[src/rtl/dpf_pkg.sv]
package dpf_pkg;

    // Limits of the close-range run that forces occupancy.
    localparam logic [15:0] CLOSE_NEAR_MM = 16'd100;
    localparam logic [15:0] CLOSE_FAR_MM  = 16'd300;

    localparam int CFG_IDX_W  = 3;
    localparam int CFG_DATA_W = 32;

    localparam logic [7:0] CLOSE_COUNT_MAX = 8'hFF;

    typedef enum logic [CFG_IDX_W-1:0] {
        REG_TOLERANCE_MM          = 3'd0,
        REG_DELTA_WAKE_MM         = 3'd1,
        REG_LOCK_TIME_MS          = 3'd2,
        REG_ARRIVAL_DEBOUNCE_MS   = 3'd3,
        REG_CLOSE_SAMPLES_NEEDED  = 3'd4,
        REG_DEPARTURE_DEBOUNCE_MS = 3'd5,
        REG_ARRIVE_DIST_MM        = 3'd6,
        REG_DEPART_DIST_MM        = 3'd7
    } cfg_idx_t;

    typedef struct packed {
        logic [15:0] tolerance_mm;
        logic [15:0] delta_wake_mm;
        logic [31:0] lock_time_ms;
        logic [31:0] arrival_debounce_ms;
        logic [7:0]  close_samples_needed;
        logic [31:0] departure_debounce_ms;
        logic [15:0] arrive_dist_mm;
        logic [15:0] depart_dist_mm;
    } cfg_t;

    localparam cfg_t CFG_RESET = '{
        tolerance_mm:          16'd50,
        delta_wake_mm:         16'd150,
        lock_time_ms:          32'd5000,
        arrival_debounce_ms:   32'd1000,
        close_samples_needed:  8'd3,
        departure_debounce_ms: 32'd10000,
        arrive_dist_mm:        16'd800,
        depart_dist_mm:        16'd1000
    };

    typedef struct packed {
        logic        occupied;
        logic        wake;
        logic        baseline_locked_out;
        logic [15:0] baseline_mm;
    } result_t;

endpackage

[src/rtl/dpf_in_if.sv]
interface dpf_in_if;
    logic        valid;
    logic        ready;
    logic [15:0] distance_mm;
    logic [31:0] now_ms;

    modport source (output valid, output distance_mm, output now_ms, input ready);
    modport sink   (input valid, input distance_mm, input now_ms, output ready);
endinterface

[src/rtl/dpf_out_if.sv]
interface dpf_out_if;
    logic        valid;
    logic        ready;
    logic        occupied;
    logic        wake;
    logic        baseline_locked_out;
    logic [15:0] baseline_mm;

    modport source (output valid, output occupied, output wake,
                    output baseline_locked_out, output baseline_mm, input ready);
    modport sink   (input valid, input occupied, input wake,
                    input baseline_locked_out, input baseline_mm, output ready);
endinterface

[src/rtl/dpf_cfg_regs.sv]
module dpf_cfg_regs (
    input  logic                           clk,
    input  logic                           rst_n,
    input  logic                           cfg_wr_en,
    input  logic [dpf_pkg::CFG_IDX_W-1:0]  cfg_index,
    input  logic [dpf_pkg::CFG_DATA_W-1:0] cfg_wdata,
    output dpf_pkg::cfg_t                  cfg
);

    dpf_pkg::cfg_t cfg_reg;
    dpf_pkg::cfg_t cfg_next;

    always_comb
    begin
        cfg_next = cfg_reg;
        if (cfg_wr_en)
        begin
            case (dpf_pkg::cfg_idx_t'(cfg_index))
                dpf_pkg::REG_TOLERANCE_MM:
                    cfg_next.tolerance_mm = cfg_wdata[15:0];
                dpf_pkg::REG_DELTA_WAKE_MM:
                    cfg_next.delta_wake_mm = cfg_wdata[15:0];
                dpf_pkg::REG_LOCK_TIME_MS:
                    cfg_next.lock_time_ms = cfg_wdata[31:0];
                dpf_pkg::REG_ARRIVAL_DEBOUNCE_MS:
                    cfg_next.arrival_debounce_ms = cfg_wdata[31:0];
                dpf_pkg::REG_CLOSE_SAMPLES_NEEDED:
                    cfg_next.close_samples_needed = cfg_wdata[7:0];
                dpf_pkg::REG_DEPARTURE_DEBOUNCE_MS:
                    cfg_next.departure_debounce_ms = cfg_wdata[31:0];
                dpf_pkg::REG_ARRIVE_DIST_MM:
                    cfg_next.arrive_dist_mm = cfg_wdata[15:0];
                dpf_pkg::REG_DEPART_DIST_MM:
                    cfg_next.depart_dist_mm = cfg_wdata[15:0];
                default:
                    cfg_next = cfg_reg;
            endcase
        end
    end

    always_ff @(posedge clk or negedge rst_n)
    begin
        if (!rst_n)
        begin
            cfg_reg <= dpf_pkg::CFG_RESET;
        end
        else
        begin
            cfg_reg <= cfg_next;
        end
    end

    assign cfg = cfg_reg;

endmodule

[src/rtl/dpf_core.sv]
module dpf_core (
    input  logic             clk,
    input  logic             rst_n,
    input  logic             step,
    input  logic [15:0]      distance_mm,
    input  logic [31:0]      now_ms,
    input  dpf_pkg::cfg_t    cfg,
    output dpf_pkg::result_t result
);

    typedef struct packed {
        logic        present;
        logic [7:0]  close_count;
        logic        close_hold;
        logic        arrival_pending;
        logic [31:0] arrival_start;
        logic        departure_pending;
        logic [31:0] departure_start;
        logic [15:0] baseline_distance;
        logic [31:0] baseline_start;
        logic        baseline_locked;
    } state_t;

    state_t st_reg;
    state_t st_next;

    logic        far;
    logic        near;
    logic [7:0]  count_inc;
    logic        close_fire;
    logic [31:0] arrival_elapsed;
    logic [31:0] departure_elapsed;
    logic [31:0] baseline_elapsed;
    logic [16:0] lean_sum;
    logic        lean_in;
    logic [15:0] diff;
    logic        wake;

    assign far        = distance_mm >= dpf_pkg::CLOSE_FAR_MM;
    assign near       = distance_mm <= dpf_pkg::CLOSE_NEAR_MM;
    assign count_inc  = (st_reg.close_count == dpf_pkg::CLOSE_COUNT_MAX) ?
                        st_reg.close_count : st_reg.close_count + 8'd1;
    assign close_fire = !far && near && !st_reg.close_hold &&
                        (count_inc >= cfg.close_samples_needed);

    // Elapsed times wrap with the millisecond counter.
    assign arrival_elapsed   = now_ms - st_reg.arrival_start;
    assign departure_elapsed = now_ms - st_reg.departure_start;
    assign baseline_elapsed  = now_ms - st_reg.baseline_start;

    assign lean_sum = {1'b0, distance_mm} + {1'b0, cfg.delta_wake_mm};
    assign lean_in  = st_reg.baseline_locked && (lean_sum <= {1'b0, st_reg.baseline_distance});
    assign diff     = (distance_mm >= st_reg.baseline_distance) ?
                      distance_mm - st_reg.baseline_distance :
                      st_reg.baseline_distance - distance_mm;

    always_comb
    begin
        st_next = st_reg;
        wake    = 1'b0;

        if (far)
        begin
            st_next.close_count = 8'd0;
            st_next.close_hold  = 1'b0;
        end
        else if (near && !st_reg.close_hold)
        begin
            st_next.close_count = count_inc;
        end

        if (close_fire)
        begin
            st_next.present         = 1'b1;
            st_next.arrival_start   = 32'd0;
            st_next.arrival_pending = 1'b0;
            st_next.close_hold      = 1'b1;
            st_next.close_count     = 8'd0;
            wake                    = 1'b1;
        end
        else if (!st_reg.present)
        begin
            st_next.departure_start   = 32'd0;
            st_next.departure_pending = 1'b0;
            if (distance_mm <= cfg.arrive_dist_mm)
            begin
                if (!st_reg.arrival_pending)
                begin
                    st_next.arrival_start   = now_ms;
                    st_next.arrival_pending = 1'b1;
                end
                else if (arrival_elapsed >= cfg.arrival_debounce_ms)
                begin
                    st_next.present           = 1'b1;
                    st_next.baseline_distance = distance_mm;
                    st_next.baseline_start    = now_ms;
                    st_next.baseline_locked   = 1'b0;
                    st_next.arrival_start     = 32'd0;
                    st_next.arrival_pending   = 1'b0;
                    wake                      = 1'b1;
                end
            end
            else
            begin
                st_next.arrival_start   = 32'd0;
                st_next.arrival_pending = 1'b0;
            end
        end
        else
        begin
            st_next.arrival_start   = 32'd0;
            st_next.arrival_pending = 1'b0;
            if (distance_mm > cfg.depart_dist_mm)
            begin
                if (!st_reg.departure_pending)
                begin
                    st_next.departure_start   = now_ms;
                    st_next.departure_pending = 1'b1;
                end
                else if (departure_elapsed >= cfg.departure_debounce_ms)
                begin
                    st_next.present           = 1'b0;
                    st_next.baseline_locked   = 1'b0;
                    st_next.baseline_start    = 32'd0;
                    st_next.departure_start   = 32'd0;
                    st_next.departure_pending = 1'b0;
                end
            end
            else
            begin
                st_next.departure_start   = 32'd0;
                st_next.departure_pending = 1'b0;
                if (lean_in)
                begin
                    st_next.baseline_distance = distance_mm;
                    st_next.baseline_start    = now_ms;
                    st_next.baseline_locked   = 1'b0;
                    wake                      = 1'b1;
                end
                else if (diff <= cfg.tolerance_mm)
                begin
                    // A start time of zero is read as unset.
                    if (st_reg.baseline_start == 32'd0)
                    begin
                        st_next.baseline_start = now_ms;
                    end
                    else if (!st_reg.baseline_locked &&
                             (baseline_elapsed >= cfg.lock_time_ms))
                    begin
                        st_next.baseline_locked = 1'b1;
                    end
                end
                else
                begin
                    st_next.baseline_distance = distance_mm;
                    st_next.baseline_start    = now_ms;
                    st_next.baseline_locked   = 1'b0;
                end
            end
        end
    end

    always_ff @(posedge clk or negedge rst_n)
    begin
        if (!rst_n)
        begin
            st_reg <= '0;
        end
        else if (step)
        begin
            st_reg <= st_next;
        end
    end

    assign result.occupied            = st_next.present;
    assign result.wake                = wake;
    assign result.baseline_locked_out = st_next.baseline_locked;
    assign result.baseline_mm         = st_next.baseline_distance;

endmodule

[src/rtl/desk_presence_filter_top.sv]
// Desk presence filter. Each request on the sample channel carries one distance
// reading in millimetres and a wrapping millisecond timestamp, and produces exactly
// one request on the result channel with the occupancy flag, a wake flag for that
// sample, the baseline lock flag and the current baseline distance. The block takes
// one sample per clock: a sample is captured in an input register, evaluated against
// the filter state in a single pass of compare and subtract logic, and the answer is
// held in a result register, so the result is offered once the sample has passed the
// input register and then the result register. Throughput is one sample per cycle,
// bounded only by the result register; a stalled result holds the sample stage, and
// the input accepts again as soon as the result register drains.
// Configuration registers are written through the plain write port and take effect
// for samples evaluated after the write; they should only be changed while no sample
// is in flight.
module desk_presence_filter_top (
    input  logic                           clk,
    input  logic                           rst_n,
    dpf_in_if.sink                         sample,
    dpf_out_if.source                      result,
    input  logic                           cfg_wr_en,
    input  logic [dpf_pkg::CFG_IDX_W-1:0]  cfg_index,
    input  logic [dpf_pkg::CFG_DATA_W-1:0] cfg_wdata
);

    dpf_pkg::cfg_t    cfg;
    dpf_pkg::result_t core_result;

    // Input stage: the sample waiting to be evaluated.
    logic        in_valid_reg;
    logic [15:0] in_distance_reg;
    logic [31:0] in_now_reg;

    // Result stage: the answer waiting to be taken.
    logic             out_valid_reg;
    dpf_pkg::result_t out_result_reg;

    logic advance;
    logic sample_take;

    // The sample stage moves on whenever the result register is free or drains
    // in the same cycle; the filter state updates exactly then.
    assign advance     = in_valid_reg && (!out_valid_reg || result.ready);
    assign sample.ready = !in_valid_reg || advance;
    assign sample_take = sample.valid && sample.ready;

    dpf_cfg_regs u_cfg (
        .clk       (clk),
        .rst_n     (rst_n),
        .cfg_wr_en (cfg_wr_en),
        .cfg_index (cfg_index),
        .cfg_wdata (cfg_wdata),
        .cfg       (cfg)
    );

    dpf_core u_core (
        .clk         (clk),
        .rst_n       (rst_n),
        .step        (advance),
        .distance_mm (in_distance_reg),
        .now_ms      (in_now_reg),
        .cfg         (cfg),
        .result      (core_result)
    );

    always_ff @(posedge clk or negedge rst_n)
    begin
        if (!rst_n)
        begin
            in_valid_reg  <= 1'b0;
            out_valid_reg <= 1'b0;
        end
        else
        begin
            in_valid_reg <= sample_take || (in_valid_reg && !advance);
            if (advance)
            begin
                out_valid_reg <= 1'b1;
            end
            else if (result.ready)
            begin
                out_valid_reg <= 1'b0;
            end
        end
    end

    always_ff @(posedge clk)
    begin
        if (sample_take)
        begin
            in_distance_reg <= sample.distance_mm;
            in_now_reg      <= sample.now_ms;
        end
        if (advance)
        begin
            out_result_reg <= core_result;
        end
    end

    assign result.valid               = out_valid_reg;
    assign result.occupied            = out_result_reg.occupied;
    assign result.wake                = out_result_reg.wake;
    assign result.baseline_locked_out = out_result_reg.baseline_locked_out;
    assign result.baseline_mm         = out_result_reg.baseline_mm;

endmodule
[src/flat_wrapper.sv]
// flat-port wrapper written by rule: the top's interface ports become plain ports
module desk_presence_filter_top_flat 
  (clk, rst_n, cfg_wr_en, cfg_index, cfg_wdata, sample_valid, sample_distance_mm, sample_now_ms, sample_ready, result_valid, result_occupied, result_wake, result_baseline_locked_out, result_baseline_mm, result_ready);
  dpf_in_if sample_i ();
  dpf_out_if result_i ();
  input  logic clk;
  input  logic rst_n;
  input  logic cfg_wr_en;
  input  logic [dpf_pkg::CFG_IDX_W-1:0] cfg_index;
  input  logic [dpf_pkg::CFG_DATA_W-1:0] cfg_wdata;
  input wire logic [$bits(sample_i.valid)-1:0] sample_valid;
  input wire logic [$bits(sample_i.distance_mm)-1:0] sample_distance_mm;
  input wire logic [$bits(sample_i.now_ms)-1:0] sample_now_ms;
  output wire logic [$bits(sample_i.ready)-1:0] sample_ready;
  output wire logic [$bits(result_i.valid)-1:0] result_valid;
  output wire logic [$bits(result_i.occupied)-1:0] result_occupied;
  output wire logic [$bits(result_i.wake)-1:0] result_wake;
  output wire logic [$bits(result_i.baseline_locked_out)-1:0] result_baseline_locked_out;
  output wire logic [$bits(result_i.baseline_mm)-1:0] result_baseline_mm;
  input wire logic [$bits(result_i.ready)-1:0] result_ready;
  assign sample_i.valid = sample_valid;
  assign sample_i.distance_mm = sample_distance_mm;
  assign sample_i.now_ms = sample_now_ms;
  assign sample_ready = sample_i.ready;
  assign result_valid = result_i.valid;
  assign result_occupied = result_i.occupied;
  assign result_wake = result_i.wake;
  assign result_baseline_locked_out = result_i.baseline_locked_out;
  assign result_baseline_mm = result_i.baseline_mm;
  assign result_i.ready = result_ready;
  desk_presence_filter_top u_core (.clk(clk), .rst_n(rst_n), .sample(sample_i), .result(result_i), .cfg_wr_en(cfg_wr_en), .cfg_index(cfg_index), .cfg_wdata(cfg_wdata));
endmodule
[config.mk]
export PLATFORM = sky130hd
export DESIGN_NAME = desk_presence_filter_top_flat
export DESIGN_NICKNAME = d
export VERILOG_FILES = /design/src/rtl/dpf_pkg.sv /design/src/rtl/dpf_in_if.sv /design/src/rtl/dpf_out_if.sv /design/src/rtl/dpf_cfg_regs.sv /design/src/rtl/dpf_core.sv /design/src/rtl/desk_presence_filter_top.sv /design/src/flat_wrapper.sv
export SDC_FILE = /design/constraint.sdc
export NUM_CORES = 1
export LEC_CHECK = 0
export ABC_AREA = 0
export BUFFER_PORTS_ARGS = -buffer_cell sky130_fd_sc_hd__buf_4
export CORE_MARGIN = 10
export CORE_UTILIZATION = 50
export DETAILED_ROUTE_END_ITERATION = 10
export PLACE_DENSITY = 0.7
export SLEW_MARGIN = 20
export SYNTH_ARGS = -nofsm -noshare
export SYNTH_HDL_FRONTEND = slang
export SYNTH_SLANG_ARGS = --single-unit
[constraint.sdc]
create_clock -name clk -period 7.9 [get_ports clk]
set_input_delay 0.79 -clock clk [delete_from_list [all_inputs] [get_ports clk]]
set_output_delay 0.79 -clock clk [all_outputs]
set_load 0.01 [all_outputs]
* Word level (Yosys, flattened, before mapping) *
Cells that the tools add are included.

word-level totals
  flip-flop bits (word level) = 362
  bits of input ports = 88
  output and inout bits = 21
  word-level logic and storage cells = 139

operators by class
  add/subtract/negate cells = 7
  magnitude comparators = 11
  equal/unequal tests = 13
  multiplexer cells = 41
  bitwise gates (word level) = 1
  reductions and logical operators = 40

operators by type and width
  operator                                                         number
  two-way mux 33 bit                                               11
  two-way mux 49 bit                                               5
  two-way mux 115 bit                                              1
  >= comparator 32 bit                                             3
  subtractor 32 bit                                                3
  two-way mux 16 bit                                               3
  less-or-equal comparator 16 bit                                  2
  logical NOT 32 bit                                               1
  two-way mux 32 bit                                               1
  subtractor 16 bit                                                2
  two-way mux 8 bit                                                3
  AND reduction 2 bit                                              12
  adder 16 x 16 -> 17 bit                                          1
  less-or-equal comparator 17 x 16 -> 1 bit                        1
  >= comparator 16 bit                                             1
  >= comparator 16 x 9 -> 1 bit, second input constant             1
  greater-than comparator 16 bit                                   1
  less-or-equal comparator 16 x 7 -> 1 bit, second input constant  1
  two-way mux 1 bit                                                16
  equality test 3 bit, second input constant                       4
  != test 5 x 4 -> 1 bit, second input constant                    2
  nonzero test 2 bit                                               5
  logical AND 1 bit                                                9
  two-way mux 9 bit                                                1
  15 further kinds                                                 23

* Logic depth before layout (Yosys ltp) *
  depth after elaboration = 10
  mapped depth = 27
  gate-level depth less buffers = 25

* Modules after synthesis *
A second synthesis with hierarchy kept.

unflattened totals
  cell total of the unflattened synthesis = 2408
  area, all modules = 24886.4 sq um

modules (own cells, without submodules)
  module                    times used  cells an instance  area each (sq um)  sequential area each (sq um)
  dpf_core                  1           1969               16345.7            3128.0
  dpf_cfg_regs              1           364                6424.9             4246.6
  desk_presence_filter_top  1           75                 2115.8             2062.0

* Worst setup path before layout *
Ideal clock, no wire load.

  path type = flip-flop to flip-flop
  from = register u_core.in_distance_reg[0]
  to = register u_core.out_result_reg, in the netlist u_core.result.baseline_mm[15], data pin
  library setup time = 0.260 ns
  arrival time = 4.787 ns
  slack = 2.853 ns
  cell stages (with the launch flop) = 25
  buffers on the path = 1
  period minus slack after synthesis = 5.047 ns
  path through = edfxtp_1 inv_1 ha_1 inv_1 fa_1 a21o_1 a21o_1 a21oi_1 o21ai_0 a21oi_1 a21oi_1 a31oi_1 o21ai_2 buf_2 mux2_1 ha_1 nor2b_1 o21a_1 o21a_1 o21ai_0 a21oi_1 o22ai_1 a21oi_2 o21ai_4 mux2_2

RTL lines
  item                    line                            text
  start, declared         desk_presence_filter_top.sv:29  logic [15:0] in_distance_reg;
  start signal, assigned  desk_presence_filter_top.sv:89  in_distance_reg <= sample.distance_mm;
  end signal, assigned    desk_presence_filter_top.sv:94  out_result_reg <= core_result;
  end, declared           desk_presence_filter_top.sv:34  dpf_pkg::result_t out_result_reg;

* Worst setup path in the final report *
  from = register u_core.in_now_reg[0]
  to = register u_core.u_core.st_reg[11] (netlist bit)

between the ends
  cells in the longest elaborated chain, start to end = 4
  elaborated cells between the ends (all ways) = 7
  classes of those cells = 2 x add/sub; 2 x order compare; 1 x eq/ne; 2 x reduce/logical

RTL lines
  item                                                                           line                             text
  start, declared                                                                desk_presence_filter_top.sv:30   logic [31:0] in_now_reg;
  start signal, assigned                                                         desk_presence_filter_top.sv:90   in_now_reg <= sample.now_ms;
  subtractor 32 bit, on equally long branches                                    dpf_core.sv:48, dpf_core.sv:47
  >= comparator 32 bit, on equally long branches                                 dpf_core.sv:120, dpf_core.sv:92
  != test 3 x 2 -> 1 bit (no line) / nonzero test 2 bit (equally long branches)  --
  AND reduction 8 bit (no line) *                                                --
  end signal, assigned                                                           dpf_core.sv:171                  st_reg <= st_next;
  end, declared                                                                  dpf_core.sv:24                   state_t st_reg;

Mark *: on every way between the ends. The rest lies on a longest branch, timed or not.
A chain may end at the register's enable or synchronous reset.

==> results.env <==
GLOBAL_ROUTE.OVERFLOW_TOTAL=0
HTREEDEPTH=2
GLOBAL_ROUTE.USAGE.MET2=0.385
RATIO_OF_CELLS_WITH_DRIVE_ABOVE_1_IN_THE_FINAL_LAYOUT=0.142
COMBINATIONAL_FAMILY_WITH_THE_MOST_AREA_AFTER_SYNTHESIS='compound AO/OA/AOI/OAI gates'
CLOCK_TRANSITION_AT_PATH_REGS_NS=0.06
DIE-AREA_UM2=58200
FINAL.SETUP.TNS_NS=0
REGTOREGSETUPSLACK_NS=1.35
GRT_UTIL_ALL_LAYERS=0.224
NETS=3005
SYNTHSIMPLEGATEAREAFRAC=0.0886
FLOORPLAN.DIE.WIDTH_UM=241
NUMBER_OF_FLIP_FLOPS_UNDER_THE_LARGEST_REGISTER_NAME=168
SETUP_REPAIR_AFTER_GLOBAL_ROUTING_MISSED_ITS_MARGIN='false'
CORE_AREA_UM2=48600
SYNTH-ADDER-AREA-SHARE=0.163
ACHIEVABLE-FREQUENCY_MHz=153
TIMING.HOLD.WORST.CLASS='in2async'
FINALMAXSLEWVIOLATIONS=0
WORSTSETUPSTARTPOINTTYPE='flop'
DESIGN.PORTCOUNT=109
TIMING_HOLD_VIOLATIONS_FINAL=0
NUM_ROWS=81
CP.REQUIRED_NS=8.36
TIMING.CRITICAL_PATH.SLOWEST_CELL_DELAY_NS=0.75
DETAIL_ROUTE.DRC_VIOLATIONS=0
NETLIST_AREA_BEFORE_PLACEMENT_UM2=24500
TOTAL_POWER_mW=9.48
GRT-BUSIEST-LAYER='met2'
P_PER_AREA_nW_PER_UM2=344
SYNTH_COMPOUND_GATE_AREA_SHARE=0.174
SYNTH_EDF_COUNT=67
FINAL-SETUP-VIOL-COUNT=0
LEAKAGE_nW=13.3
VIA_COUNT=18600
SYNTH_FLOP_CELL='sky130_fd_sc_hd__dfrtp_1'
POST_SYNTH_MUX_AREA_SHARE=0.0858
CTS_POST_SETUP_BUFFERS_INSERTED=0
DRV_CAP=0
BUFFER_PORTS.INSERTED=108
FINISH.CELL_COUNT_WITHOUT_FILLERS=3260
CRITICAL_PATH_FANOUTS_MAX=23
NUMCTSBUFFERS=44
GLOBAL_ROUTE.USAGE.MET1=0.277
CP_CELL_SEQUENCE='inv_1 -> ha_1 -> inv_1 -> fa_1 -> a211oi_1 -> o21ai_1 -> a21o_1 -> a31o_2 -> a21oi_1 -> a211oi_1 -> o31ai_1 -> nand2_1 -> a21oi_1 -> xnor2_1 -> ha_1 -> o21ai_0 -> o21a_1 -> o21bai_1 -> a21o_1 -> a31o_2 -> nand4_2 -> buf_4 -> mux2i_1'
SYNTH_SEQUENTIAL_AREA_RATIO=0.386
POST-PLACE-CELLS=3178
MAX-VDD-IR-DROP_V=0.000166
CP.ARRIVAL_NS=7.01
FIRST_GLOBAL_VIAS=18900
R2R-START='u_core.in_now_reg[0]'
DRT-PASS1-ITER-COUNT=5
FINISH.INSTANCE_AREA_UM2=27500
CTS-ROOT-TO-SINK-BUFFERS=3
MAX_SLEW_MARGIN=0.285
SYN_AREA_PER_CELL_UM2=9.85
POST-ROUTE-PERIOD-UTIL=0.829
GRT.MET3_USAGE=0.0295
CTS_TREE='yes'
CTS_HOLD_BUF=0
ANTENNA_FOUND_INITIAL=3
END_KIND='flop'
POST-SYNTH-TOP-AREA-FRACTION=0.267
SYNTHTOLAYOUTAREAGROWTH_PCT=12.6
WL_UM=64400
SYN_NETS=2887
DRT_FIRST_ITER_VIOLATIONS=1126
DP_HPWL_UM=48300
CLOCK_SINKS=362
WORSTSKEWPAIRLATENCY_NS=0.59
WORST_HOLD_SLACK_NS=0.261
VIAS_PER_CELL=5.71
STATUS='completed'
POST_DRT_WL_PER_CELL_UM=19.8
DETAIL-ROUTE-ANTENNA-NETS=0
FF2FF_PATH_DEPTH=23
SYNTH.LARGEST_AREA_CELL='sky130_fd_sc_hd__dfrtp_1'
ASYNC_RESET_FF_FRAC=0.815
FILLERS=4215
GP_CONGESTION=0.945
DIE_HEIGHT_UM=241
PERIOD_MINUS_SLACK_NS=6.55
GRT_PASS1_WL_UM=103000
POSTSYNTHREGISTERBITS=362
SYNTH_CELL_TYPE_COUNT=77
WORSTREG2REGEND='u_core.u_core.st_reg[11]'
CTS_ROOT_BUF='sky130_fd_sc_hd__clkbuf_16'
GRT_START_MAX_NET_PINS=118
CRIT_BUF_INV=3
SYN_INST=2484
SKEW_NS=0.0246
MAX_SLEW.WORST_PIN.SLEW_NS=1.07
INITIAL_CORE_UTIL=0.503
FINAL_ANTENNA_DIODE_COUNT=0
TOP_DELAY_FAMILY_ON_CRIT_PATH='compound AO/OA/AOI/OAI gates'
TIMING_WORST_SETUP_PATH_TYPE='reg2reg'
SYNTH.YOSYS.WARNINGS=0
CRITPATHSLOWESTCELL='sky130_fd_sc_hd__nand4_2'
SYNTH_XOR_AREA_FRAC=0.0401
SYNTH_TOP_CELLS_BY_AREA='sky130_fd_sc_hd__dfrtp_1 27%, sky130_fd_sc_hd__ha_1 16%, sky130_fd_sc_hd__edfxtp_1 8.2%'
POST_CTS_RESIZE_COUNT=0
PLACED_AREA_UM2=26000
[logic make-up after synthesis]
family | after synthesis
mux | 195
buf+inv | 402
flops | 362
fa+ha+maj | 315
compound gates | 637
simple gates | 461
xor+xnor | 112
[report_power, final]
group          internal (mW)  switching [mW]  leakage [nW]
Sequential              2.39           0.243          4.29
Clock                   1.34           0.832         0.757
Combinational           2.05            2.62          8.26
[area by class of cell]
type                    instances  area, um2  share of cell area
clock buffers                  61       1260              0.0456
clock inverters                21        289              0.0105
inverters                     346       1300              0.0471
multi-input cells            1720      13500               0.491
flip-flops and latches        362       9440               0.343
well taps                     622        778              0.0282
repair buffers                128        968              0.0352
[cells in the mapped netlist, types with 21 or more instances]
cell type and number:
sky130_fd_sc_hd__a22o_1 34, sky130_fd_sc_hd__o21a_1 31, sky130_fd_sc_hd__o21bai_1 22, sky130_fd_sc_hd__nand4_1 34, sky130_fd_sc_hd__xnor2_1 86, sky130_fd_sc_hd__inv_1 344, sky130_fd_sc_hd__o31ai_1 37, sky130_fd_sc_hd__ha_1 309
sky130_fd_sc_hd__a21oi_1 149, sky130_fd_sc_hd__o21ai_0 120, sky130_fd_sc_hd__nand2b_1 21, sky130_fd_sc_hd__dfrtp_1 261, sky130_fd_sc_hd__mux2i_1 77, sky130_fd_sc_hd__clkbuf_1 38, sky130_fd_sc_hd__nand3_1 32, sky130_fd_sc_hd__nor3_1 22
sky130_fd_sc_hd__edfxtp_1 67, sky130_fd_sc_hd__mux2_2 117, sky130_fd_sc_hd__xor2_1 26, sky130_fd_sc_hd__nand2_1 187, sky130_fd_sc_hd__dfstp_2 34, sky130_fd_sc_hd__nor2_1 90, sky130_fd_sc_hd__a21o_1 110
[worst max path at each step]
| stage | slack (ns) | to | start | depth (start not counted) |
|---|---|---|---|---|
| final | 1.35 | u_core.u_core.st_reg[11] | u_core.in_now_reg[0] | 23 |
| after global routing | 0.77 | u_core.u_core.st_reg[8] | u_core.in_now_reg[0] | 23 |
| after CTS | 1.35 | u_core.u_core.st_reg[11] | u_core.in_now_reg[0] | 23 |
| after detailed placement | 1.38 | u_core.u_core.st_reg[9] | u_core.in_now_reg[0] | 23 |
| after global placement | 1.56 | u_core.u_core.st_reg[10] | u_core.in_now_reg[0] | 23 |
| after floorplan | 2.85 | u_core.result.baseline_mm[15] | u_core.in_distance_reg[0] | 24 |
[through the flow]
stage,worst slack (ns),utilization
after floorplan,2.85,-
after global placement,1.56,0.535
after CTS,1.35,0.566
after detailed placement,1.38,0.535
final,1.35,0.566
after global routing,0.772,0.566
[placed cells by master, fill, tap and decap left out, drive strengths merged, types with 34 or more instances in the layout]
cell,count
inv,347
ha,309
dfrtp,261
nand2,187
a21oi,152
o21ai,142
buf,128
mux2,118
a21o,110
nor2,90
xnor2,86
mux2i,77
edfxtp,67
clkbuf,61
o31ai,37
nand4,35
a22o,34
dfstp,34
[per-layer routing]
layer,part of all wire,vias to the layer above
met2,0.49,421
met3,0.041,124
li1,-,9022
met4,0.040,0
met5,0,-
met1,0.43,9050
(Power assumes the default switching activity.)
